## src/hw/rtl/ifd_pkg.sv

```systemverilog
// Shared types and constants of the iBUS frame decoder.
`default_nettype none

package ifd_pkg;

  // Input item kinds
  localparam logic CMD_BYTE = 1'b0;
  localparam logic CMD_TICK = 1'b1;

  // Configuration register indexes
  localparam int unsigned CFG_IDX_W = 2;
  localparam int unsigned CFG_DATA_W = 16;
  localparam logic [CFG_IDX_W-1:0] REG_GAP_MS      = 2'd0;
  localparam logic [CFG_IDX_W-1:0] REG_TIMEOUT_MS  = 2'd1;
  localparam logic [CFG_IDX_W-1:0] REG_EXPECTED_CMD = 2'd2;

  // Register reset values
  localparam logic [7:0]  GAP_MS_RST      = 8'd3;
  localparam logic [15:0] TIMEOUT_MS_RST  = 16'd500;
  localparam logic [7:0]  EXPECTED_CMD_RST = 8'h40;

  // Frame constants: length byte and two checksum bytes are overhead
  localparam logic [7:0]  FRAME_OVERHEAD = 8'd3;
  localparam logic [15:0] SUM_INIT       = 16'hFFFF;

  // Result event codes
  typedef enum logic [1:0] {
    EV_NONE  = 2'd0,
    EV_GOOD  = 2'd1,
    EV_BAD   = 2'd2,
    EV_OTHER = 2'd3
  } ev_t;

  // Parser state, one-hot
  typedef enum logic [3:0] {
    PH_LEN  = 4'b0001,
    PH_DATA = 4'b0010,
    PH_CKL  = 4'b0100,
    PH_CKH  = 4'b1000
  } phase_t;

  // Per-item outcome handed from parser to result stage
  typedef struct packed {
    ev_t         ev;
    logic        link;
    logic [31:0] good;
    logic [31:0] bad;
  } item_res_t;

endpackage

`default_nettype wire

```

## src/hw/rtl/ifd_if.sv

```systemverilog
// Channel interfaces of the iBUS frame decoder: input items, results, config writes.
`default_nettype none

interface ifd_item_if;
  logic        valid;
  logic        ready;
  logic        command;
  logic [7:0]  rx_byte;
  logic [31:0] now_ms;

  modport source (output valid, command, rx_byte, now_ms, input ready);
  modport sink   (input valid, command, rx_byte, now_ms, output ready);
endinterface

interface ifd_result_if;
  logic        valid;
  logic        ready;
  logic [1:0]  event_res;
  logic [3:0]  channel_index;
  logic [15:0] channel_value;
  logic        last;
  logic        link_ok;
  logic [31:0] good_frames;
  logic [31:0] bad_frames;

  modport source (output valid, event_res, channel_index, channel_value, last, link_ok,
                  good_frames, bad_frames, input ready);
  modport sink   (input valid, event_res, channel_index, channel_value, last, link_ok,
                  good_frames, bad_frames, output ready);
endinterface

interface ifd_cfg_if;
  logic                             valid;
  logic                             ready;
  logic [ifd_pkg::CFG_IDX_W-1:0]    reg_index;
  logic [ifd_pkg::CFG_DATA_W-1:0]   wdata;

  modport source (output valid, reg_index, wdata, input ready);
  modport sink   (input valid, reg_index, wdata, output ready);
endinterface

`default_nettype wire

```

## src/hw/rtl/ifd_parser.sv

```systemverilog
// Frame parser: resync, payload capture, checksum, counters and link status.
`default_nettype none

module ifd_parser #(
  parameter int CHANNELS        = 14,
  parameter int MAX_FRAME_BYTES = 32
) (
  input  logic                  clk,
  input  logic                  rst,
  input  logic                  fire,
  input  logic                  command,
  input  logic [7:0]            rx_byte,
  input  logic [31:0]           now_ms,
  input  logic [7:0]            gap_ms,
  input  logic [15:0]           timeout_ms,
  input  logic [7:0]            expected_command,
  output ifd_pkg::item_res_t    res,
  output logic [CHANNELS-1:0]   ch_we,
  output logic [15:0]           ch_wdata [CHANNELS]
);

  localparam int STORE_AW = $clog2(MAX_FRAME_BYTES);
  localparam logic [7:0] MAX_LEN = 8'(MAX_FRAME_BYTES);
  localparam logic [5:0] STORE_DEPTH = 6'(MAX_FRAME_BYTES);

  ifd_pkg::phase_t phase, phase_next, cur_phase;
  logic [4:0]  payload_len, payload_len_next;
  logic [4:0]  write_pos, write_pos_next;
  logic [15:0] running_sum, running_sum_next;
  logic [7:0]  sum_low_byte, sum_low_byte_next;
  logic [7:0]  store [MAX_FRAME_BYTES];
  logic [31:0] last_byte_time;
  logic [31:0] last_good_time, last_good_next;
  logic [31:0] good_count, good_count_next;
  logic [31:0] bad_count, bad_count_next;
  logic        seen_good, seen_good_next;

  logic        is_byte;
  logic        gap_hit;
  logic [4:0]  pos_inc;
  logic        len_ok;
  logic        sum_match;
  logic        cmd_match;
  logic        commit;
  logic        store_we;
  logic [31:0] good_age;
  ifd_pkg::ev_t ev;

  // Byte gap forces resync to the length state
  assign is_byte   = (command == ifd_pkg::CMD_BYTE);
  assign gap_hit   = (now_ms - last_byte_time) >= {24'd0, gap_ms};
  assign cur_phase = gap_hit ? ifd_pkg::PH_LEN : phase;

  assign pos_inc   = write_pos + 5'd1;
  assign len_ok    = (rx_byte <= MAX_LEN) && (rx_byte > ifd_pkg::FRAME_OVERHEAD);
  assign sum_match = ({rx_byte, sum_low_byte} == running_sum);
  assign cmd_match = (store[0] == expected_command);

  // Event of this item
  always_comb begin
    ev = ifd_pkg::EV_NONE;
    if (is_byte && cur_phase == ifd_pkg::PH_CKH) begin
      if (!sum_match) ev = ifd_pkg::EV_BAD;
      else if (cmd_match) ev = ifd_pkg::EV_GOOD;
      else ev = ifd_pkg::EV_OTHER;
    end
  end
  assign commit = (ev == ifd_pkg::EV_GOOD);

  // Parser state update for a received byte
  always_comb begin
    phase_next        = cur_phase;
    payload_len_next  = payload_len;
    write_pos_next    = write_pos;
    running_sum_next  = running_sum;
    sum_low_byte_next = sum_low_byte;
    unique case (cur_phase)
      ifd_pkg::PH_LEN: begin
        if (len_ok) begin
          write_pos_next   = 5'd0;
          payload_len_next = 5'(rx_byte - ifd_pkg::FRAME_OVERHEAD);
          running_sum_next = ifd_pkg::SUM_INIT - {8'd0, rx_byte};
          phase_next       = ifd_pkg::PH_DATA;
        end
      end
      ifd_pkg::PH_DATA: begin
        write_pos_next   = pos_inc;
        running_sum_next = running_sum - {8'd0, rx_byte};
        if (pos_inc == payload_len) phase_next = ifd_pkg::PH_CKL;
      end
      ifd_pkg::PH_CKL: begin
        sum_low_byte_next = rx_byte;
        phase_next        = ifd_pkg::PH_CKH;
      end
      ifd_pkg::PH_CKH: begin
        phase_next = ifd_pkg::PH_LEN;
      end
      default: begin
        phase_next = ifd_pkg::PH_LEN;
      end
    endcase
  end

  // Counters, good-frame time and link status after this item
  assign good_count_next = good_count + {31'd0, commit};
  assign bad_count_next  = bad_count + {31'd0, (ev == ifd_pkg::EV_BAD)};
  assign last_good_next  = commit ? now_ms : last_good_time;
  assign seen_good_next  = seen_good | commit;
  assign good_age        = now_ms - last_good_next;

  assign res.ev   = ev;
  assign res.link = seen_good_next && (good_age <= {16'd0, timeout_ms});
  assign res.good = good_count_next;
  assign res.bad  = bad_count_next;

  // State registers
  always_ff @(posedge clk) begin
    if (rst) begin
      phase          <= ifd_pkg::PH_LEN;
      payload_len    <= '0;
      write_pos      <= '0;
      running_sum    <= '0;
      sum_low_byte   <= '0;
      last_byte_time <= '0;
      last_good_time <= '0;
      good_count     <= '0;
      bad_count      <= '0;
      seen_good      <= 1'b0;
    end else if (fire && is_byte) begin
      phase          <= phase_next;
      payload_len    <= payload_len_next;
      write_pos      <= write_pos_next;
      running_sum    <= running_sum_next;
      sum_low_byte   <= sum_low_byte_next;
      last_byte_time <= now_ms;
      last_good_time <= last_good_next;
      good_count     <= good_count_next;
      bad_count      <= bad_count_next;
      seen_good      <= seen_good_next;
    end
  end

  // Payload store, one byte per data byte
  assign store_we = fire && is_byte && (cur_phase == ifd_pkg::PH_DATA) &&
                    ({1'b0, write_pos} < STORE_DEPTH);

  always_ff @(posedge clk) begin
    if (store_we) store[write_pos[STORE_AW-1:0]] <= rx_byte;
  end

  // Channel k takes payload bytes 2k+1 (low) and 2k+2 (high) when present
  for (genvar k = 0; k < CHANNELS; k++) begin : g_chan
    if (2 * k + 2 < MAX_FRAME_BYTES) begin : g_live
      assign ch_we[k]    = commit && (5'(2 * k + 2) < payload_len);
      assign ch_wdata[k] = {store[2 * k + 2], store[2 * k + 1]};
    end else begin : g_dead
      assign ch_we[k]    = 1'b0;
      assign ch_wdata[k] = 16'd0;
    end
  end

endmodule

`default_nettype wire

```

## src/hw/rtl/ifd_burst.sv

```systemverilog
// Result stage: channel table, result register and channel burst sequencer.
`default_nettype none

module ifd_burst #(
  parameter int CHANNELS = 14
) (
  input  logic                 clk,
  input  logic                 rst,
  input  logic                 load,
  input  ifd_pkg::item_res_t   res,
  input  logic [CHANNELS-1:0]  ch_we,
  input  logic [15:0]          ch_wdata [CHANNELS],
  output logic                 take,
  ifd_result_if.source         result
);

  localparam int CH_AW = (CHANNELS > 1) ? $clog2(CHANNELS) : 1;
  localparam logic [3:0] LAST_IDX = 4'(CHANNELS - 1);

  logic         out_valid;
  ifd_pkg::ev_t ev_q;
  logic [3:0]   idx;
  logic         last_q;
  logic         link_q;
  logic [31:0]  good_q;
  logic [31:0]  bad_q;
  logic [15:0]  ch_table [CHANNELS];
  logic         adv;
  logic         is_good;

  // Free for a new item once the final result of the current one leaves
  assign take    = !out_valid || (result.ready && last_q);
  assign adv     = out_valid && result.ready && !last_q;
  assign is_good = (ev_q == ifd_pkg::EV_GOOD);

  // Result valid flag
  always_ff @(posedge clk) begin
    if (rst) begin
      out_valid <= 1'b0;
    end else if (load) begin
      out_valid <= 1'b1;
    end else if (out_valid && result.ready && last_q) begin
      out_valid <= 1'b0;
    end
  end

  // Result payload and burst position
  always_ff @(posedge clk) begin
    if (load) begin
      ev_q   <= res.ev;
      idx    <= 4'd0;
      last_q <= (res.ev != ifd_pkg::EV_GOOD) || (LAST_IDX == 4'd0);
      link_q <= res.link;
      good_q <= res.good;
      bad_q  <= res.bad;
    end else if (adv) begin
      idx    <= idx + 4'd1;
      last_q <= ((idx + 4'd1) == LAST_IDX);
    end
  end

  // Channel table, updated when a good frame commits
  always_ff @(posedge clk) begin
    if (rst) begin
      for (int k = 0; k < CHANNELS; k++) ch_table[k] <= 16'd0;
    end else if (load) begin
      for (int k = 0; k < CHANNELS; k++) begin
        if (ch_we[k]) ch_table[k] <= ch_wdata[k];
      end
    end
  end

  assign result.valid         = out_valid;
  assign result.event_res     = ev_q;
  assign result.channel_index = idx;
  assign result.channel_value = is_good ? ch_table[idx[CH_AW-1:0]] : 16'd0;
  assign result.last          = last_q;
  assign result.link_ok       = link_q;
  assign result.good_frames   = good_q;
  assign result.bad_frames    = bad_q;

endmodule

`default_nettype wire

```

## src/hw/rtl/ibus_frame_decoder_top.sv

```systemverilog
// iBUS receiver frame decoder top level.
// Channels: item (sink) carries one transaction per received serial byte or
// time tick (command, rx_byte, now_ms); result (source) carries result items;
// cfg (sink) writes gap_ms, timeout_ms or expected_command by reg_index and is
// always ready. Every channel moves a transaction when valid and ready are high.
// Flow: an accepted item is parsed straight from the input register once the
// result stage is free, and its first result is then loaded into the result register.
// Throughput: one item per cycle while each item yields a single result and
// result.ready stays high; a good channel frame yields CHANNELS results, one per
// cycle unless result.ready is low; the next item is parsed when the final one
// is taken. The result register and the burst counter set that figure.
// Reset (rst, synchronous): parser back to the length state, counters, channel
// table and times cleared, registers at 3 ms, 500 ms and 0x40.
// Receiver stall: the result is held stable; one more item is still taken into
// the input register, then item.ready drops until the final result is taken.
`default_nettype none

module ibus_frame_decoder_top #(
  parameter int CHANNELS        = 14,
  parameter int MAX_FRAME_BYTES = 32
) (
  input  logic          clk,
  input  logic          rst,
  ifd_item_if.sink      item,
  ifd_result_if.source  result,
  ifd_cfg_if.sink       cfg
);

  logic [7:0]  gap_ms_q;
  logic [15:0] timeout_ms_q;
  logic [7:0]  expected_cmd_q;

  logic        in_valid;
  logic        in_command;
  logic [7:0]  in_byte;
  logic [31:0] in_now;
  logic        take;
  logic        fire;

  ifd_pkg::item_res_t    res;
  logic [CHANNELS-1:0]   ch_we;
  logic [15:0]           ch_wdata [CHANNELS];

  // Configuration registers
  assign cfg.ready = 1'b1;

  always_ff @(posedge clk) begin
    if (rst) begin
      gap_ms_q       <= ifd_pkg::GAP_MS_RST;
      timeout_ms_q   <= ifd_pkg::TIMEOUT_MS_RST;
      expected_cmd_q <= ifd_pkg::EXPECTED_CMD_RST;
    end else if (cfg.valid) begin
      unique case (cfg.reg_index)
        ifd_pkg::REG_GAP_MS:       gap_ms_q       <= cfg.wdata[7:0];
        ifd_pkg::REG_TIMEOUT_MS:   timeout_ms_q   <= cfg.wdata;
        ifd_pkg::REG_EXPECTED_CMD: expected_cmd_q <= cfg.wdata[7:0];
        default: begin
        end
      endcase
    end
  end

  // Input register
  assign fire       = in_valid && take;
  assign item.ready = !in_valid || take;

  always_ff @(posedge clk) begin
    if (rst) begin
      in_valid <= 1'b0;
    end else if (item.valid && item.ready) begin
      in_valid <= 1'b1;
    end else if (fire) begin
      in_valid <= 1'b0;
    end
  end

  always_ff @(posedge clk) begin
    if (item.valid && item.ready) begin
      in_command <= item.command;
      in_byte    <= item.rx_byte;
      in_now     <= item.now_ms;
    end
  end

  ifd_parser #(
    .CHANNELS        (CHANNELS),
    .MAX_FRAME_BYTES (MAX_FRAME_BYTES)
  ) u_parser (
    .clk              (clk),
    .rst              (rst),
    .fire             (fire),
    .command          (in_command),
    .rx_byte          (in_byte),
    .now_ms           (in_now),
    .gap_ms           (gap_ms_q),
    .timeout_ms       (timeout_ms_q),
    .expected_command (expected_cmd_q),
    .res              (res),
    .ch_we            (ch_we),
    .ch_wdata         (ch_wdata)
  );

  ifd_burst #(
    .CHANNELS (CHANNELS)
  ) u_burst (
    .clk      (clk),
    .rst      (rst),
    .load     (fire),
    .res      (res),
    .ch_we    (ch_we),
    .ch_wdata (ch_wdata),
    .take     (take),
    .result   (result)
  );

endmodule

`default_nettype wire

```

## src/flat_wrapper.sv

```systemverilog
// flat-port wrapper written by rule: the top's interface ports become plain ports
module ibus_frame_decoder_top_flat 
#(
  parameter int CHANNELS        = 14,
  parameter int MAX_FRAME_BYTES = 32
)
  (clk, rst, item_valid, item_command, item_rx_byte, item_now_ms, item_ready, result_valid, result_event_res, result_channel_index, result_channel_value, result_last, result_link_ok, result_good_frames, result_bad_frames, result_ready, cfg_valid, cfg_reg_index, cfg_wdata, cfg_ready);
  ifd_item_if item_i ();
  ifd_result_if result_i ();
  ifd_cfg_if cfg_i ();
  input  logic clk;
  input  logic rst;
  input wire logic [$bits(item_i.valid)-1:0] item_valid;
  input wire logic [$bits(item_i.command)-1:0] item_command;
  input wire logic [$bits(item_i.rx_byte)-1:0] item_rx_byte;
  input wire logic [$bits(item_i.now_ms)-1:0] item_now_ms;
  output wire logic [$bits(item_i.ready)-1:0] item_ready;
  output wire logic [$bits(result_i.valid)-1:0] result_valid;
  output wire logic [$bits(result_i.event_res)-1:0] result_event_res;
  output wire logic [$bits(result_i.channel_index)-1:0] result_channel_index;
  output wire logic [$bits(result_i.channel_value)-1:0] result_channel_value;
  output wire logic [$bits(result_i.last)-1:0] result_last;
  output wire logic [$bits(result_i.link_ok)-1:0] result_link_ok;
  output wire logic [$bits(result_i.good_frames)-1:0] result_good_frames;
  output wire logic [$bits(result_i.bad_frames)-1:0] result_bad_frames;
  input wire logic [$bits(result_i.ready)-1:0] result_ready;
  input wire logic [$bits(cfg_i.valid)-1:0] cfg_valid;
  input wire logic [$bits(cfg_i.reg_index)-1:0] cfg_reg_index;
  input wire logic [$bits(cfg_i.wdata)-1:0] cfg_wdata;
  output wire logic [$bits(cfg_i.ready)-1:0] cfg_ready;
  assign item_i.valid = item_valid;
  assign item_i.command = item_command;
  assign item_i.rx_byte = item_rx_byte;
  assign item_i.now_ms = item_now_ms;
  assign item_ready = item_i.ready;
  assign result_valid = result_i.valid;
  assign result_event_res = result_i.event_res;
  assign result_channel_index = result_i.channel_index;
  assign result_channel_value = result_i.channel_value;
  assign result_last = result_i.last;
  assign result_link_ok = result_i.link_ok;
  assign result_good_frames = result_i.good_frames;
  assign result_bad_frames = result_i.bad_frames;
  assign result_i.ready = result_ready;
  assign cfg_i.valid = cfg_valid;
  assign cfg_i.reg_index = cfg_reg_index;
  assign cfg_i.wdata = cfg_wdata;
  assign cfg_ready = cfg_i.ready;
  ibus_frame_decoder_top #(.CHANNELS(CHANNELS), .MAX_FRAME_BYTES(MAX_FRAME_BYTES)) u_core (.clk(clk), .rst(rst), .item(item_i), .result(result_i), .cfg(cfg_i));
endmodule
```

## config.mk

```make
export PLATFORM = sky130hd
export DESIGN_NAME = ibus_frame_decoder_top_flat
export DESIGN_NICKNAME = d
export VERILOG_FILES = /design/src/hw/rtl/ifd_pkg.sv /design/src/hw/rtl/ifd_if.sv /design/src/hw/rtl/ifd_parser.sv /design/src/hw/rtl/ifd_burst.sv /design/src/hw/rtl/ibus_frame_decoder_top.sv /design/src/flat_wrapper.sv
export SDC_FILE = /design/constraint.sdc
export NUM_CORES = 1
export LEC_CHECK = 0
export ABC_AREA = 0
export ABC_CLOCK_PERIOD_IN_PS = 13090
export BUFFER_PORTS_ARGS = -buffer_cell sky130_fd_sc_hd__clkbuf_2
export CAP_MARGIN = 20
export CELL_PAD_IN_SITES_DETAIL_PLACEMENT = 1
export CELL_PAD_IN_SITES_GLOBAL_PLACEMENT = 1
export CORE_UTILIZATION = 55
export DETAILED_ROUTE_END_ITERATION = 6
export GPL_ROUTABILITY_DRIVEN = 0
export HOLD_SLACK_MARGIN = 0.03
export PLACE_DENSITY = 0.95
export SLEW_MARGIN = 20
export SYNTH_ARGS = -nofsm -noshare
export SYNTH_HDL_FRONTEND = slang
export SYNTH_SLANG_ARGS = --single-unit
```

## constraint.sdc

```tcl
create_clock -name clk -period 13.09 [get_ports clk]
set_clock_uncertainty 0.2 [all_clocks]
set_input_delay 1.309 -clock clk [delete_from_list [all_inputs] [get_ports clk]]
set_output_delay 1.309 -clock clk [all_outputs]
set_load 0.01 [all_outputs]
```

==> flow_summary.ini <==
[setup_path]
slowest_delay_ns = 0.60
critPathMostFrequentCell = ha_1
cp-start-kind = register
cpMaxStageDelayCell = and4_2
endpoint = u_core.u_burst.result.link_ok
critPathRequiredTime_ns = 13.35
ff2ff_path_depth = 35
reg2reg_to = u_core.u_burst.result.link_ok
path_max_fanout = 11
r2r-start = u_core.in_now[0]
rrSetupSlack_ns = 3.45
worstSetupPathType = register to register
startpoint = u_core.in_now[0]
critPathArrivalTime_ns = 9.90
crit_path_end_kind = register

[detailed_routing]
wl_per_cell_um = 30.88
via_per_inst = 6.807
wl_um = 125100
drtPass1Iterations = 6
drc = 0
vias = 27570
first_iter_violations = 3426
ant_nets = 0

[cells_and_area]
final_layout_size_suffix_gt1_share_pct = 15.00
fin_nets = 3301
nFillCells = 6398
syn_to_final_growth_pct = 11.54
fin_area_um2 = 40330
final_cell_mix = edfxtp_1 (565), nand2_1 (272), nor2_1 (213)
final_common_cell = edfxtp_1

[floorplan]
start_util_pct = 55.89
rows = 93
boundaryPins = 155
die_area_um2 = 66780
coreArea_um2 = 64700
die_w_um = 258.4
die_h_um = 258.4

[synth]
async_reset_ff_share_pct = 0
netlist_instances = 3005
synthesis.area_um2 = 36160
ys_ff_latch = 774
synth_area_leader_cell = edfxtp_1
synth_ff_type = edfxtp_1
syn_nets = 3179
synth_area_leaders = edfxtp_1 (47%), dfxtp_1 (12%), mux4_2 (4.0%), ha_1 (3.7%), nand2_1 (2.8%)
yosysSeqAreaShare_pct = 58.49
syn_avg_cell_area_um2 = 12.03
synth_edf_count = 565
yosysUniqueCellTypes = 98
synth_top_area_share_pct = 46.92
yosys_warnings = 0

[timing]
max_slew_margin_pct = 19.86
fin_crit_ns = 9.640
fmax_ghz = 0.1037
rsz0062_at_grt = false
fin_setup_tns_ns = 0
worstMarginPinSlew_ns = 1.201
period_share_pct = 73.65
final_hold_viol_count = 0
setup_viol = 0
slew_viol_final = 0

[global_routing]
grt_max_degree = 127
grt.busiest_layer = met2
grt_pass1_vias = 29370
grtUsageMet1_pct = 42.36
grt_usage_pct = 36.98
antenna_found_initial = 5
grt_pass1_wl_um = 185600
grtUsageMet2_pct = 63.26
grt_use_met3_pct = 7.531
overflow = 0

[clock_network]
hold_buffers = 0
cts_setup_buffers = 0
cts-resized-gates = 0
cts_sinks = 774
cts_buffer_depth = 3
cts_tree = built
cts_root_buf = clkbuf_16
htreeDepth = 3
clk_pin_slew_ns = 0.06
clk_latency_ns = 0.66
cts_buffers = 80

[flow_run]
cap_violations = 0

[power_and_ir_drop]
ir_drop_uv = 87.46
power_density_nw_per_um2 = 140.4
clockPowerShare_pct = 42.3
leakage_nw = 14.19
p_comb_share_pct = 9.4
intPower_w = 0.004210
p_sw_w = 0.001452
swShare_pct = 25.64
pwr-share-seq_pct = 48.2

[place]
port_buffers = 153
place_area_um2 = 37630
dpl.hpwl_um = 72250

[status]
status = finished clean

[min_path]
hp-class = register to register
[power by group through the flow]
stage / logic [W] / clock network, W / registers, W
after floorplan: 0.000325 / 0 / 0.00276
final: 0.000534 / 0.00240 / 0.00273
after global routing: 0.000557 / 0.00247 / 0.00273
after detailed placement: 0.000489 / 0 / 0.00278
after CTS: 0.000515 / 0.00238 / 0.00273
after global placement: 0.000453 / 0 / 0.00277
[worst min path at each step]
stage | startpoint | to | slack (ns) | cells past startpoint
2_1_floorplan | u_core.u_parser.last_good_time[0] | u_core.u_parser.last_good_time[0] | 0.23 | 2
3_3_place_gp | u_core.u_parser.last_good_time[16] | u_core.u_parser.last_good_time[16] | 0.24 | 2
3_5_place_dp | u_core.u_parser.last_good_time[6] | u_core.u_parser.last_good_time[6] | 0.25 | 2
4_1_cts | u_core.u_parser.last_good_time[6] | u_core.u_parser.last_good_time[6] | 0.25 | 2
5_1_grt | u_core.u_parser.last_byte_time[8] | u_core.u_parser.last_byte_time[8] | 0.27 | 2
6_report | u_core.u_parser.last_byte_time[8] | u_core.u_parser.last_byte_time[8] | 0.25 | 2
[cell families after synthesis]
logic type / Yosys count / share of synthesized area (%)
simple gates: 1047 / 15.57
flops: 774 / 58.49
xor+xnor: 167 / 4.045
buf+inv: 289 / 3.346
fa+ha+maj: 110 / 3.868
compound gates: 480 / 8.598
other cells: 1 / 0.01037
mux: 137 / 6.069
[worst max-delay path, delay by kind of cell (launching register included)]
family	cells	cell delay [ns]
AO/OA/AOI/OAI	17	3.96
AND/OR/NAND/NOR	9	2.55
adder cells (fa/ha/maj)	5	1.47
flip-flops	1	0.43
multiplexers	1	0.33
XOR/XNOR	2	0.33
buffers and inverters	1	0.12
[routing by layer]
| layer | part of all wire [%] | vias up |
|---|---|---|
| li1 | - | 11200 |
| met1 | 35 | 13730 |
| met2 | 49 | 2004 |
| met3 | 8.5 | 632 |
| met4 | 7.1 | 6 |
| met5 | 0.054 | - |
[registers in the layout (all words and copies together) (netlist names), 32 cells and up, named ones only]
name	count
u_core.in_now	32
u_core.u_burst.ch_table	224
u_core.u_burst.result.bad_frames	32
u_core.u_burst.result.good_frames	32
u_core.u_parser.bad_count	32
u_core.u_parser.good_count	32
u_core.u_parser.last_byte_time	32
u_core.u_parser.last_good_time	32
u_core.u_parser.store	232
[synthesized netlist by cell type (47+ instances only)]
cell and n:
nand2_1 272, nor3_1 47, nand3_1 66, nor3b_1 50, mux4_2 64, mux2i_1 55
a21oi_1 173, xnor2_1 80, xor2_1 87, o21ai_0 85, nor2b_1 93, nor2_1 216
inv_1 138, edfxtp_1 565, and2_1 54, clkbuf_1 95, dfxtp_1 209, ha_1 107
[metrics by stage]
step / setup slack, ns / hold WS, ns / util (%) / std cells / power [W]
after floorplan: 5.299 / 0.2294 / - / 3005 / 0.003089
after global placement: 4.485 / 0.2376 / 58.16 / 3898 / 0.003219
after detailed placement: 4.159 / 0.2460 / 58.16 / 3898 / 0.003265
after CTS: 3.657 / 0.2543 / 62.26 / 4047 / 0.005622
after global routing: 3.152 / 0.2684 / 62.34 / 4049 / 0.005756
final: 3.450 / 0.2521 / 62.34 / 4050 / 0.005662
[final cells by class]
class | instances | area (µm²) | area share, %
clock inverters | 42 | 434.2 | 1.076
multi-input cells | 1942 | 13870 | 34.38
flip-flops and latches | 774 | 21160 | 52.45
clock buffers | 107 | 2217 | 5.497
repair buffers | 191 | 1069 | 2.649
inverters | 138 | 518.0 | 1.284
well taps | 855 | 1070 | 2.652
diodes | 1 | 2.502 | 0.006204
Note: power is estimated with default switching activity, not from simulation.
